[config.mk]
export PLATFORM = sky130hd
export DESIGN_NAME = mt_ctrl
export DESIGN_NICKNAME = d
export VERILOG_FILES = /design/src/rtl/mt_pkg.sv /design/src/rtl/mt_ctrl.sv
export SDC_FILE = /design/constraint.sdc
export NUM_CORES = 1
export LEC_CHECK = 0
export BUFFER_PORTS_ARGS = -buffer_cell sky130_fd_sc_hd__buf_2
export CAP_MARGIN = 10
export CORE_AREA = 2 2 39 41
export DETAILED_ROUTE_END_ITERATION = 6
export DIE_AREA = 0 0 41 43
export GPL_ROUTABILITY_DRIVEN = 0
export SYNTH_ARGS = -nofsm -noshare
export SYNTH_HDL_FRONTEND = slang
export SYNTH_SLANG_ARGS = --single-unit
[constraint.sdc]
create_clock -name clk -period 1.9 [get_ports clk]
set_input_delay 0 -clock clk [delete_from_list [all_inputs] [get_ports clk]]
set_output_delay 0 -clock clk [all_outputs]
set_load 0.05 [all_outputs]
[src/rtl/mt_pkg.sv]
`timescale 1ns / 1ps

package mt_pkg;

    localparam int STATE_WORDS = 624;
    localparam int ADDR_W      = $clog2(STATE_WORDS);
    localparam int TAP_OFFSET  = 397;

    localparam logic [31:0] SEED_MULT  = 32'd1812433253;
    localparam int          SEED_SHIFT = 30;
    localparam logic [31:0] UPPER_MASK = 32'h8000_0000;
    localparam logic [31:0] LOWER_MASK = 32'h7fff_ffff;
    localparam logic [31:0] TWIST_XOR  = 32'h9908_b0df;
    localparam int          TEMPER_U   = 11;
    localparam int          TEMPER_S   = 7;
    localparam int          TEMPER_T   = 15;
    localparam int          TEMPER_L   = 18;
    localparam logic [31:0] TEMPER_B   = 32'h9d2c_5680;
    localparam logic [31:0] TEMPER_C   = 32'hefc6_0000;

    localparam logic [ADDR_W-1:0] LAST_ADDR = ADDR_W'(STATE_WORDS - 1);

    typedef logic [ADDR_W-1:0] addr_t;

    typedef enum logic
    {
        OP_RESEED = 1'b0,
        OP_DRAW   = 1'b1
    } opcode_t;

    typedef enum logic [1:0]
    {
        ST_IDLE,
        ST_SEED,
        ST_COMMIT
    } state_t;

    typedef struct packed
    {
        logic load_seed;
        logic seed_step;
        logic read_issue;
        logic commit;
    } cmd_t;

    typedef struct packed
    {
        logic seed_last;
        logic out_free;
    } status_t;

    // a + b modulo the table depth, both operands below the depth
    function automatic addr_t wrap_add(input addr_t a, input addr_t b);
        logic [ADDR_W:0] sum;
        sum = {1'b0, a} + {1'b0, b};
        if (sum >= (ADDR_W+1)'(STATE_WORDS))
        begin
            sum = sum - (ADDR_W+1)'(STATE_WORDS);
        end
        return sum[ADDR_W-1:0];
    endfunction

    function automatic logic [31:0] seed_next(input logic [31:0] w, input addr_t k);
        logic [31:0] mix;
        mix = w ^ (w >> SEED_SHIFT);
        return 32'(SEED_MULT * mix) + {{(32-ADDR_W){1'b0}}, k};
    endfunction

    function automatic logic [31:0] twist(input logic [31:0] cur, input logic [31:0] nxt,
                                          input logic [31:0] tap);
        logic [31:0] y;
        logic [31:0] w;
        y = (cur & UPPER_MASK) | (nxt & LOWER_MASK);
        w = tap ^ (y >> 1);
        if (y[0])
        begin
            w = w ^ TWIST_XOR;
        end
        return w;
    endfunction

    function automatic logic [31:0] temper(input logic [31:0] x);
        logic [31:0] y;
        y = x;
        y = y ^ (y >> TEMPER_U);
        y = y ^ ((y << TEMPER_S) & TEMPER_B);
        y = y ^ ((y << TEMPER_T) & TEMPER_C);
        y = y ^ (y >> TEMPER_L);
        return y;
    endfunction

endpackage

[src/rtl/mt_ctrl.sv]
`timescale 1ns / 1ps

module mt_ctrl
    import mt_pkg::*;
(
    input  logic    clk,
    input  logic    rst_n,
    input  logic    req_valid,
    input  logic    req_opcode,
    output logic    req_ready,
    input  status_t status,
    output cmd_t    cmd
);

    state_t state_reg;
    state_t state_next;

    always_ff @(posedge clk or negedge rst_n)
    begin
        if (!rst_n)
        begin
            state_reg <= ST_IDLE;
        end
        else
        begin
            state_reg <= state_next;
        end
    end

    always_comb
    begin
        state_next = state_reg;
        cmd        = '0;
        req_ready  = 1'b0;
        unique case (state_reg)
            ST_IDLE:
            begin
                req_ready = 1'b1;
                if (req_valid)
                begin
                    if (req_opcode == OP_DRAW)
                    begin
                        cmd.read_issue = 1'b1;
                        state_next     = ST_COMMIT;
                    end
                    else
                    begin
                        cmd.load_seed = 1'b1;
                        state_next    = ST_SEED;
                    end
                end
            end
            ST_SEED:
            begin
                cmd.seed_step = 1'b1;
                if (status.seed_last)
                begin
                    state_next = ST_IDLE;
                end
            end
            ST_COMMIT:
            begin
                // hold the read data until the output slot frees up
                if (status.out_free)
                begin
                    cmd.commit = 1'b1;
                    state_next = ST_IDLE;
                end
            end
            default:
            begin
                state_next = ST_IDLE;
            end
        endcase
    end

endmodule

==> metrics.md, run 1 <==
| Metric | Value |
|---|---|
| WL final | `between 300 and 400 microns` |
| Fin crit share | `approximately 67%` |
| Largest net degree at the start of global routing | `6` |
| CP Class | `reg -> out` |
| Buffers and inverters on the worst path | `1` |
| Synth warn | `0` |
| CTS sink cnt | `2` |
| Post-synth cell types | `10` |
| Number of fill cells | `155` |
| Final hold vios | `0` |
| Slew at the pin with the worst max-slew slack | `0.250 ns` |
| WHS Path Cells | `3` |
| Worst Hold Path EP | `state_reg[0]` |
| Syn nets | `18` |
| Slew Limit Fails | `0` |
| Reg2reg setup slack | `0.97 ns` |
| DRC Markers | `0` |
| Worst path top cell family by delay | `flip-flops` |
| Crit. End Element | `output pin` |
| CTS resizes | `0` |
| Max-Cap Viols | `0` |
| CTS H-tree lvls | `1` |
| Initial antenna violation count | `0` |
| Synth area leaders | `dfrtp_1, nor4b_4, a31o_2` |
| Outcome | `finished clean` |
| ANT nets after route | `0` |
| HP Start | `status[1]` |
| Leakage | `~0.13 nW` |
| Endpoints failing setup | `0` |
| FMAX | `slightly below 800 MHz` |
| DIE AREA | `roughly 1800 sq um` |
| Placed cell count | `38` |
| Routed len/inst | `7.90 microns` |
| PwrDens | `approximately 1100 nW/um^2` |
| Setup tns final | `0 ns` |
| Clk_lat worst skew | `approximately 0.22 ns` |
| Total global routing overflow | `0` |
| R2R depth | `2` |
| Vias in the first global route | `roughly 120` |
| Vias | `136` |
| Slowest cell delay on critical path | `between 0.4 and 0.5 ns` |
| Worst-path cell with the longest stage delay | `dfrtp_1` |
| Crit path DAT | `roughly 1.3 ns` |
| RSZ-0062 raised after global routing | `false` |
| Final Non-Filler Cells | `42` |
| DRT Pass-1 Iters | `2` |
| Initial Util | `about 9%` |
| Die Wd | `41 microns` |
| Worst R2R End | `state_reg[0]` |
| Net count, final | `34` |
| Share of cells above drive strength 1 | `57.7%` |
| Gr usage total | `approximately 5.1%` |
| Syn_area_per_cell | `around 10 sq um` |
| Largest register FFs | `2` |
| Share of the synthesized area in the top cell type | `around 40%` |
| Vias per inst | `~3.2` |
| Mapped Area | `~130 sq um` |
| Worst EP required | `between 1.5 and 2 ns` |
| Peak supply drop | `around 0.29 mV` |
| Area growth from synthesis to layout | `82.0%` |
| First-pass GRT wire length | `roughly 500 microns` |
| Startpoint types | `register` |
| Clock Skew | `0.00386 ns` |
| Min-Delay Path Class | `in -> reg` |
| Cts bufs inserted | `3` |
| Fin crit period | `~1.3 ns` |
| Height of the chip | `about 43 microns` |
| # IOs | `11` |
| Crit path cell chain | `nor4b_4, buf_2` |
| Seq/Total Area, Yosys | `40.0%` |
| Synthesis-stage register bit count | `2` |
| Clk buf depth | `2` |
| R2r startpoint | `state_reg[0]` |
| Ant diodes | `0` |
| PortBufs | `10` |
| Final core utilization | `16.5%` |
| Yosys top cell by area | `dfrtp_1` |
| Worst Hold Slack | `about 0.050 ns` |
| Crit path max fanout | `5` |
| Slew margin rel. | `between 80% and 90%` |
| TritonCTS clock tree | `yes` |
| # rows | `14` |
| Worst-path clk slew | `around 0.030 ns` |
| CTS root buf | `clkbuf_4` |
| CORE AREA | `between 1000 and 1500 sq um` |
| Starting DRT DRC Count | `1` |
| Cells after Synth | `12` |
## synth_stat cells
library cell  count
and3_1            1
nor3b_1           1
a31o_2            1
dfrtp_1           2
a21o_1            1
inv_1             1
nor2_1            2
nand2_1           1
nor2b_1           1
nor4b_4           1
## worst max path at each step
stage	startpoint	end	slack (ns)	cells after the start
global route	state_reg[0]	cmd[1]	0.53	3
global placement	state_reg[0]	cmd[3]	0.87	2
floorplan	state_reg[0]	cmd[1]	0.18	2
CTS	state_reg[0]	cmd[3]	0.60	2
detailed placement	state_reg[0]	cmd[3]	0.85	2
finish	state_reg[0]	cmd[3]	0.62	2
## kinds of logic after synthesis
group	count (synthesis)	share of synthesized area [%]
AO/OA/AOI/OAI	2	13.0
buffers and inverters	1	3.00
AND/OR/NAND/NOR	7	44.0
flip-flops	2	40.0
## worst min-delay path: stages
cell,delay (ns)
buf_2,0.09
inv_1,0.04
a21o_1,0.10
## cell usage in the layout (no fill, tap or decap)
| cell type | synthesis | routed |
|---|---|---|
| a21o_1 | 1 | 1 |
| dlygate4sd3_1 | 0 | 1 |
| a31o_2 | 1 | 1 |
| nor2_1 | 2 | 2 |
| dfrtp_1 | 2 | 2 |
| inv_1 | 1 | 1 |
| nor4b_4 | 1 | 1 |
| nor3b_1 | 1 | 1 |
| nor2b_1 | 1 | 1 |
| clkbuf_4 | 0 | 3 |
| buf_2 | 0 | 10 |
| nand2_1 | 1 | 1 |
| and3_1 | 1 | 1 |
## metal layers
layer | vias to the layer above | GRT usage [%] | share of wire [%]
met3 | 0 | 4.71 | 12
met5 | - | 0 | 0
met2 | 10 | 4.06 | 33
met1 | 55 | 6.43 | 54
li1 | 71 | - | -
met4 | 0 | 6.00 | 0
## stage by stage
stage                     cell area [sq um]  total power (W)  setup WS [ns]
after floorplan                         125         0.000134          0.176
after global placement                  195         0.000159          0.869
after detailed placement                195         0.000159          0.846
after CTS                               228         0.000260          0.603
after global routing                    228         0.000272          0.525
final                                   228         0.000251          0.622
## what timing repair did
| item | in CTS | in global routing |
|---|---|---|
| buffers inserted | 0 | 0 |
| hold endpoints to repair | 2 | 0 |
| hold buffers | 1 | 0 |
## area by class of cell
type / instances / area, sq um / area share, %
multi-input combinational: 9 / 71.3 / 31.3
timing repair buffer: 11 / 60.1 / 26.4
sequential: 2 / 50.0 / 22.0
clock buffer: 3 / 22.5 / 9.89
tap: 16 / 20.0 / 8.79
inverter: 1 / 3.75 / 1.65
## report_power, final
| group | total [W] | internal (W) | leakage [nW] | switching, W |
|---|---|---|---|---|
| Sequential | 0.0000609 | 0.0000495 | 0.0260 | 0.0000114 |
| Combinational | 0.0000980 | 0.0000292 | 0.0893 | 0.0000688 |
| Clock | 0.0000921 | 0.0000696 | 0.0138 | 0.0000225 |
| Total | 0.000251 | 0.000148 | 0.129 | 0.000103 |
(Power assumes the default switching activity.)
==> inputs of run 2 (changes only) <==
ABC_AREA = 1   (was unset)
clock period = 1.2 ns   (was 1.9 ns; I/O delays follow)
==> run 2 against run 1 <==
Combinational power increased by 67%. Total power increased by 63%. Non-clock buffer count unchanged. Critical path type unchanged. Largest power group unchanged.
==> metrics.md, run 2 <==
| Metric | Value |
|---|---|
| Largest register FFs | `2 (unchanged)` |
| Highest routed layer | `met3` |
| CORE AREA | `1380 sq um (unchanged)` |
| FMAX | `roughly 900 MHz` |
| Worst-path clk slew | `0.03 ns (about the same)` |
| Fin crit share | `93.0%` |
| Largest net degree at the start of global routing | `5 (-1)` |
| Ant diodes | `0 (unchanged)` |
| CTS root buf | `clkbuf_4` |
| Syn nets | `26 (+8)` |
| Cells after Synth | `20 (+8)` |
| CTS sink cnt | `2 (unchanged)` |
| Most frequent cell after synthesis | `inv_1` |
| Yosys top cell by area | `dfrtp_1` |
| Worst R2R End | `state_reg[1]` |
| Vias in the first global route | `166 (+34%)` |
| Slew margin rel. | `83.6% (+0.16 points)` |
| R2r startpoint | `state_reg[0]` |
| Clk buf depth | `2 (unchanged)` |
| Share of the synthesized area in the top cell type | `38.1% (-1.9 points)` |
| WHS Path Cells | `3 (unchanged)` |
| Number of fill cells | `165 (+6.5%)` |
| Buffers and inverters on the worst path | `2 (+1)` |
| Worst path top cell family by delay | `flip-flops` |
| Starting DRT DRC Count | `2 (+1)` |
| Synth area leaders | `dfrtp_1, inv_1, nand2_1` |
| Met2 routed WL | `198 microns (+78%)` |
| Vias | `161 (+18%)` |
| Syn_area_per_cell | `6.57 sq um (-37%)` |
| First-pass GRT wire length | `545 microns (+8.3%)` |
| ANT nets after route | `0 (unchanged)` |
| Crit path DAT | `1.12 ns (-0.16 ns)` |
| Crit path cell chain | `nor2_4, nand2_1, inv_1, buf_4` |
| Number of enable flip-flop cells after synthesis | `0 (unchanged)` |
| # IOs | `11 (unchanged)` |
| Worst-path cell with the longest stage delay | `dfrtp_2` |
| Synth warn | `0 (unchanged)` |
| Area growth from synthesis to layout | `89.5%` |
| Post-synth cell types | `8 (-2)` |
| Gr usage total | `5.33% (+0.21 points)` |
| HP Start | `status[1]` |
| Leakage | `0.155 nW (+20%)` |
| Net count, final | `42 (+24%)` |
| PwrDens | `1640 nW/um^2 (+49%)` |
| Crit. End Element | `output pin` |
| DIE AREA | `1760 sq um (unchanged)` |
| Clock Skew | `0.00129 ns (-0.00257 ns)` |
| Routed len/inst | `7.32 microns (-7.4%)` |
| Fraction of registers with async set/reset | `100% (unchanged)` |
| R2R depth | `3 (+1)` |
| Slowest cell delay on critical path | `0.43 ns (about the same)` |
| Worst EP required | `1.20 ns (-0.70 ns)` |
| Total global routing overflow | `0 (unchanged)` |
| FF+latch area | `52.6 sq um (+5.0%)` |
| Vias per inst | `3.22 (-0.56%)` |
| Cts bufs inserted | `3 (unchanged)` |
| TritonCTS clock tree | `yes` |
| Metal3 WL | `36 microns (-12%)` |
| Slew Limit Fails | `0 (unchanged)` |
| Final hold vios | `0 (unchanged)` |
| Met1 WL | `130 microns (-27%)` |
| Initial Util | `9.49% (+0.45 points)` |
| Synthesis-stage register bit count | `2 (unchanged)` |
| # rows | `14 (unchanged)` |
| Area of the multi-input gates | `60.1 sq um (-16%)` |
| Most used flip-flop cell after synthesis | `dfrtp_1` |
| Outcome | `finished clean` |
| Share of cells above drive strength 1 | `50.0% (-7.7 points)` |
| CP Class | `reg -> out` |
| Crit path max fanout | `4 (-1)` |
| Worst Hold Path EP | `state_reg[0]` |
| Tot Pwr | `0.000409 W (+63%)` |
| Most frequent cells in the layout | `inv_1, buf_2, nand2_1` |
| Fin crit period | `approximately 1.1 ns` |
| Min-Delay Path Class | `in -> reg` |
| Die Wd | `41 microns (unchanged)` |
| Mapped Area | `131 sq um (+5.0%)` |
| Endpoints failing setup | `0 (unchanged)` |
| CTS H-tree lvls | `1 (unchanged)` |
| Height of the chip | `43 microns (unchanged)` |
| DRC Markers | `0 (unchanged)` |
| Peak supply drop | `0.210 mV (-27%)` |
| DRT Pass-1 Iters | `3 (+1)` |
| Max-Cap Viols | `0 (unchanged)` |
| Clk_lat worst skew | `0.22 ns (about the same)` |
| Setup repair bufs after CTS | `0 (unchanged)` |
| Synth top cells by count | `inv_1, nand2_1, dfrtp_1, nor2_1` |
| Slew at the pin with the worst max-slew slack | `0.248 ns (-0.00240 ns)` |
| Reg2reg setup slack | `0.42 ns (-0.55 ns)` |
| Seq/Total Area, Yosys | `38.1% (-1.9 points)` |
| Startpoint types | `register` |
| Setup tns final | `0 ns (unchanged)` |
| RSZ-0062 raised after global routing | `false` |
| PortBufs | `10 (unchanged)` |
| WL final | `366 microns (+10%)` |
| Post-DP HPWL | `approximately 310 microns` |
| Placed cell count | `46 (+21%)` |
| Initial antenna violation count | `0 (unchanged)` |
| Worst Hold Slack | `0.0473 ns (-0.00263 ns)` |
| Final Non-Filler Cells | `50 (+19%)` |
## run 2: routing by layer
metal / up-vias / global-route usage [%]
li1: 84 / -
met1: 71 / 3.87
met2: 6 / 8.13
met3: 0 / 3.14
met4: 0 / 6.00
met5: - / 0
## run 2: layout make-up
type	instances	area share [%]
repair buffers	11	27.1
well taps	16	8.04
clock buffers	3	9.05
inverters	7	10.6
multi-input cells	11	24.1
flip-flops and latches	2	21.1
## run 2: worst min-delay path, stage by stage
cell and delay, ns:
buf_2 0.07, nand3b_1 0.10, nand2_1 0.05
## run 2: how the worst max path moves through the flow
stage | startpoint | to | slack, ns | cells past startpoint
detailed placement | state_reg[0] | cmd[1] | 0.23 | 4
global placement | state_reg[0] | cmd[1] | 0.26 | 4
finish | state_reg[0] | cmd[1] | 0.08 | 4
floorplan | state_reg[0] | cmd[1] | 0.02 | 3
CTS | state_reg[1] | cmd[0] | 0.05 | 3
global route | state_reg[0] | cmd[1] | 0.01 | 4
## run 2: repair_timing
item	4_1_cts	5_1_grt
hold endpoints to repair	2	0
cloned	0	0
hold buffers	1	0
resized for setup	2	3
setup endpoints to repair	2	2
## run 2: cells by family after synthesis
kind of cell	after synthesis	synth area share, %
AND/OR/NAND/NOR	11	41.9
buffers and inverters	7	20.0
flip-flops	2	38.1
## run 2: report_power, final
| group | switching (W) | leakage, nW | internal, W |
|---|---|---|---|
| logic | 0.000118 | 0.118 | 0.0000460 |
| registers | 0.0000169 | 0.0233 | 0.0000805 |
| clock network | 0.0000370 | 0.0138 | 0.000110 |
## run 2: through the flow
step | worst slack, ns | util (%) | instance area [sq um]
2_1_floorplan | 0.0246 | - | 136
3_3_place_gp | 0.256 | 14.9 | 206
3_5_place_dp | 0.231 | 14.9 | 206
4_1_cts | 0.0463 | 17.6 | 244
5_1_grt | 0.0105 | 18.0 | 249
6_report | 0.0842 | 18.0 | 249
==> inputs of run 3 (changes only) <==
CTS_BUF_LIST = sky130_fd_sc_hd__clkbuf_8 sky130_fd_sc_hd__clkbuf_16   (was unset)
clock period = 1 ns   (was 1.2 ns; I/O delays follow)
==> run 3 against run 2 <==
The flow now finishes with violations (setup timing). Clock power up 110%. Setup slack worse by 0.14 ns. Sequential power up 21%. Register-to-register slack worse by 0.31 ns. Critical endpoint is now cmd[3]. Largest cell class unchanged. Highest routed layer unchanged.
==> metrics.md, run 3 (synthesis gave the netlist of run 2 again) <==
| Metric | Value |
|---|---|
| Power share of the clock group | `46.2% (+10 points)` |
| Area growth from synthesis to layout | `144%` |
| Clk buf depth | `2 (unchanged)` |
| Height of the chip | `43 microns (unchanged)` |
| Vias | `175 (+8.7%)` |
| Most common cell after layout, fill and taps aside | `buf_2` |
| CP Class | `reg -> out` |
| DIE AREA | `1760 sq um (unchanged)` |
| Largest net degree at the start of global routing | `5 (unchanged)` |
| Share of cells above drive strength 1 | `66.7% (+17 points)` |
| Fin crit share | `106%` |
| Die Wd | `41 microns (unchanged)` |
| Outcome | `complete, but fails checks` |
| Worst-path cell with the longest stage delay | `dfrtp_2` |
| Total global routing overflow | `0 (unchanged)` |
| Most frequent cells in the layout | `buf_2, inv_1, nand2_1, clkbuf_8` |
| Slew margin rel. | `83.3% (-0.29 points)` |
| Clock Skew | `0.0000278 ns (-0.00126 ns)` |
| Max-Cap Viols | `0 (unchanged)` |
| Final hold vios | `0 (unchanged)` |
| # rows | `14 (unchanged)` |
| DRC Markers | `0 (unchanged)` |
| Fin crit period | `about 1.1 ns` |
| Slew at the pin with the worst max-slew slack | `0.252 ns (+0.00440 ns)` |
| Number of fill cells | `161 (-2.4%)` |
| Failing checks | `setup timing` |
| Clk_lat worst skew | `0.21 ns (about the same)` |
| Met2 usage | `8.44% (+0.31 points)` |
| # IOs | `11 (unchanged)` |
| Peak supply drop | `0.504 mV (+140%)` |
| Vias per inst | `3.37 (+4.5%)` |
| Final setup margin | `-0.0569 ns (-0.141 ns)` |
| FMAX | `946 MHz` |
| Post-DP HPWL | `317 microns (+2.9%)` |
| Initial Util | `9.49% (unchanged)` |
| WL final | `355 microns (-3.0%)` |
| Crit. End Element | `output pin` |
| Worst-path clk slew | `0.03 ns (about the same)` |
| Ant diodes | `0 (unchanged)` |
| Global route hottest layer | `met2` |
| Gr usage total | `5.22% (-0.11 points)` |
| Internal Power | `0.000439 W (+85%)` |
| First-pass GRT wire length | `538 microns (-1.3%)` |
| Leakage | `0.162 nW (+4.1%)` |
| Crit path DAT | `1.06 ns (-0.06 ns)` |
| Largest register FFs | `2 (unchanged)` |
| Starting DRT DRC Count | `0 (-2)` |
| Worst path top cell family by delay | `flip-flops` |
| Buffers and inverters on the worst path | `2 (unchanged)` |
| CORE AREA | `1380 sq um (unchanged)` |
| Comb pwr share | `36.2% (-4.0 points)` |
| Endpoints failing setup | `4 (+4)` |
| PwrDens | `2090 nW/um^2 (+28%)` |
| Min-Delay Path Class | `in -> reg` |
| DRT Pass-1 Iters | `1 (-2)` |
| GR met3 Demand/Resource | `3.66% (+0.52 points)` |
| CTS root buf | `clkbuf_8` |
| PortBufs | `10 (unchanged)` |
| Slowest cell delay on critical path | `0.42 ns (about the same)` |
| Initial antenna violation count | `0 (unchanged)` |
| RSZ-0062 raised after global routing | `true` |
| Slew Limit Fails | `0 (unchanged)` |
| Net count, final | `44 (+4.8%)` |
| Sw frac | `34.6% (-7.5 points)` |
| Crit path max fanout | `4 (unchanged)` |
| Setup tns final | `-0.183 ns (-0.183 ns)` |
| CTS sink cnt | `2 (unchanged)` |
| Sw power | `0.000232 W (+35%)` |
| Worst EP required | `1.00 ns (-0.20 ns)` |
| Routed len/inst | `6.83 microns (-6.7%)` |
| CTS H-tree lvls | `1 (unchanged)` |
| Cts bufs inserted | `3 (unchanged)` |
| ANT nets after route | `0 (unchanged)` |
| Startpoint types | `register` |
| Tot Pwr | `0.000671 W (+64%)` |
| Sequential power share | `17.5% (-6.3 points)` |
| Vias in the first global route | `165 (-0.60%)` |
| Crit path cell chain | `nor2_4, nand2_2, clkinvlp_4, buf_8` |
| Met1 Usage GRT | `2.88% (-0.99 points)` |
| TritonCTS clock tree | `yes` |
[run 3: timing repair]
item | CTS | global route
endpoints found under the setup margin | 5 | 4
pin swaps | 5 | 1
hold endpoints to repair | 2 | 0
gates resized for setup | 12 | 1
setup buffers | 2 | 0
hold buffers | 1 | 0
[run 3: layout make-up]
class	count	area [sq um]	share of cell area, %
inverter	7	33.8	10.5
timing repair buffer	13	108	33.6
tap	16	20.0	6.25
sequential	2	52.6	16.4
multi-input combinational	11	65.1	20.3
clock buffer	3	41.3	12.9
[run 3: power groups by stage]
stage               combinational, W  sequential (W)  clock (W)
global route                0.000257        0.000120   0.000322
detailed placement          0.000201        0.000115          0
global placement            0.000198        0.000114          0
finish                      0.000243        0.000118   0.000310
CTS                         0.000247        0.000117   0.000320
floorplan                   0.000157        0.000112          0
[run 3: layer usage]
metal | vias to the layer above | share of wire (%)
met5 | - | 0
met4 | 0 | 0
met3 | 0 | 9.3
met2 | 4 | 62
met1 | 82 | 28
li1 | 89 | -
[run 3: through the flow]
stage | setup slack [ns] | hold slack (ns) | util [%] | instances | cell area (sq um)
floorplan | -0.130 | -0.296 | - | 20 | 149
global placement | 0.0421 | -0.215 | 15.8 | 46 | 219
detailed placement | 0.0350 | -0.207 | 15.8 | 46 | 219
CTS | -0.0828 | 0.0482 | 23.1 | 52 | 319
global route | -0.0986 | 0.0855 | 23.1 | 52 | 320
finish | -0.0569 | 0.0445 | 23.1 | 52 | 320
[run 3: worst paths after layout]
kind	slack [ns]	endpoint	depth (start not counted)	startpoint
setup / recovery	-0.06	cmd[3]	4	state_reg[1]
hold / removal	0.04	state_reg[0]	3	status[1]
setup reg to reg	0.11	state_reg[1]	4	state_reg[1]
hold reg to reg	0.58	state_reg[1]	2	state_reg[1]
max in group asynchronous	0.78	state_reg[0]	2	rst_n
min in group asynchronous	0.11	state_reg[1]	2	rst_n
[run 3: worst min-delay path: cells and delay by family]
kind	cells	cell delay, ns
buf+inv	1	0.07
simple gates	2	0.14
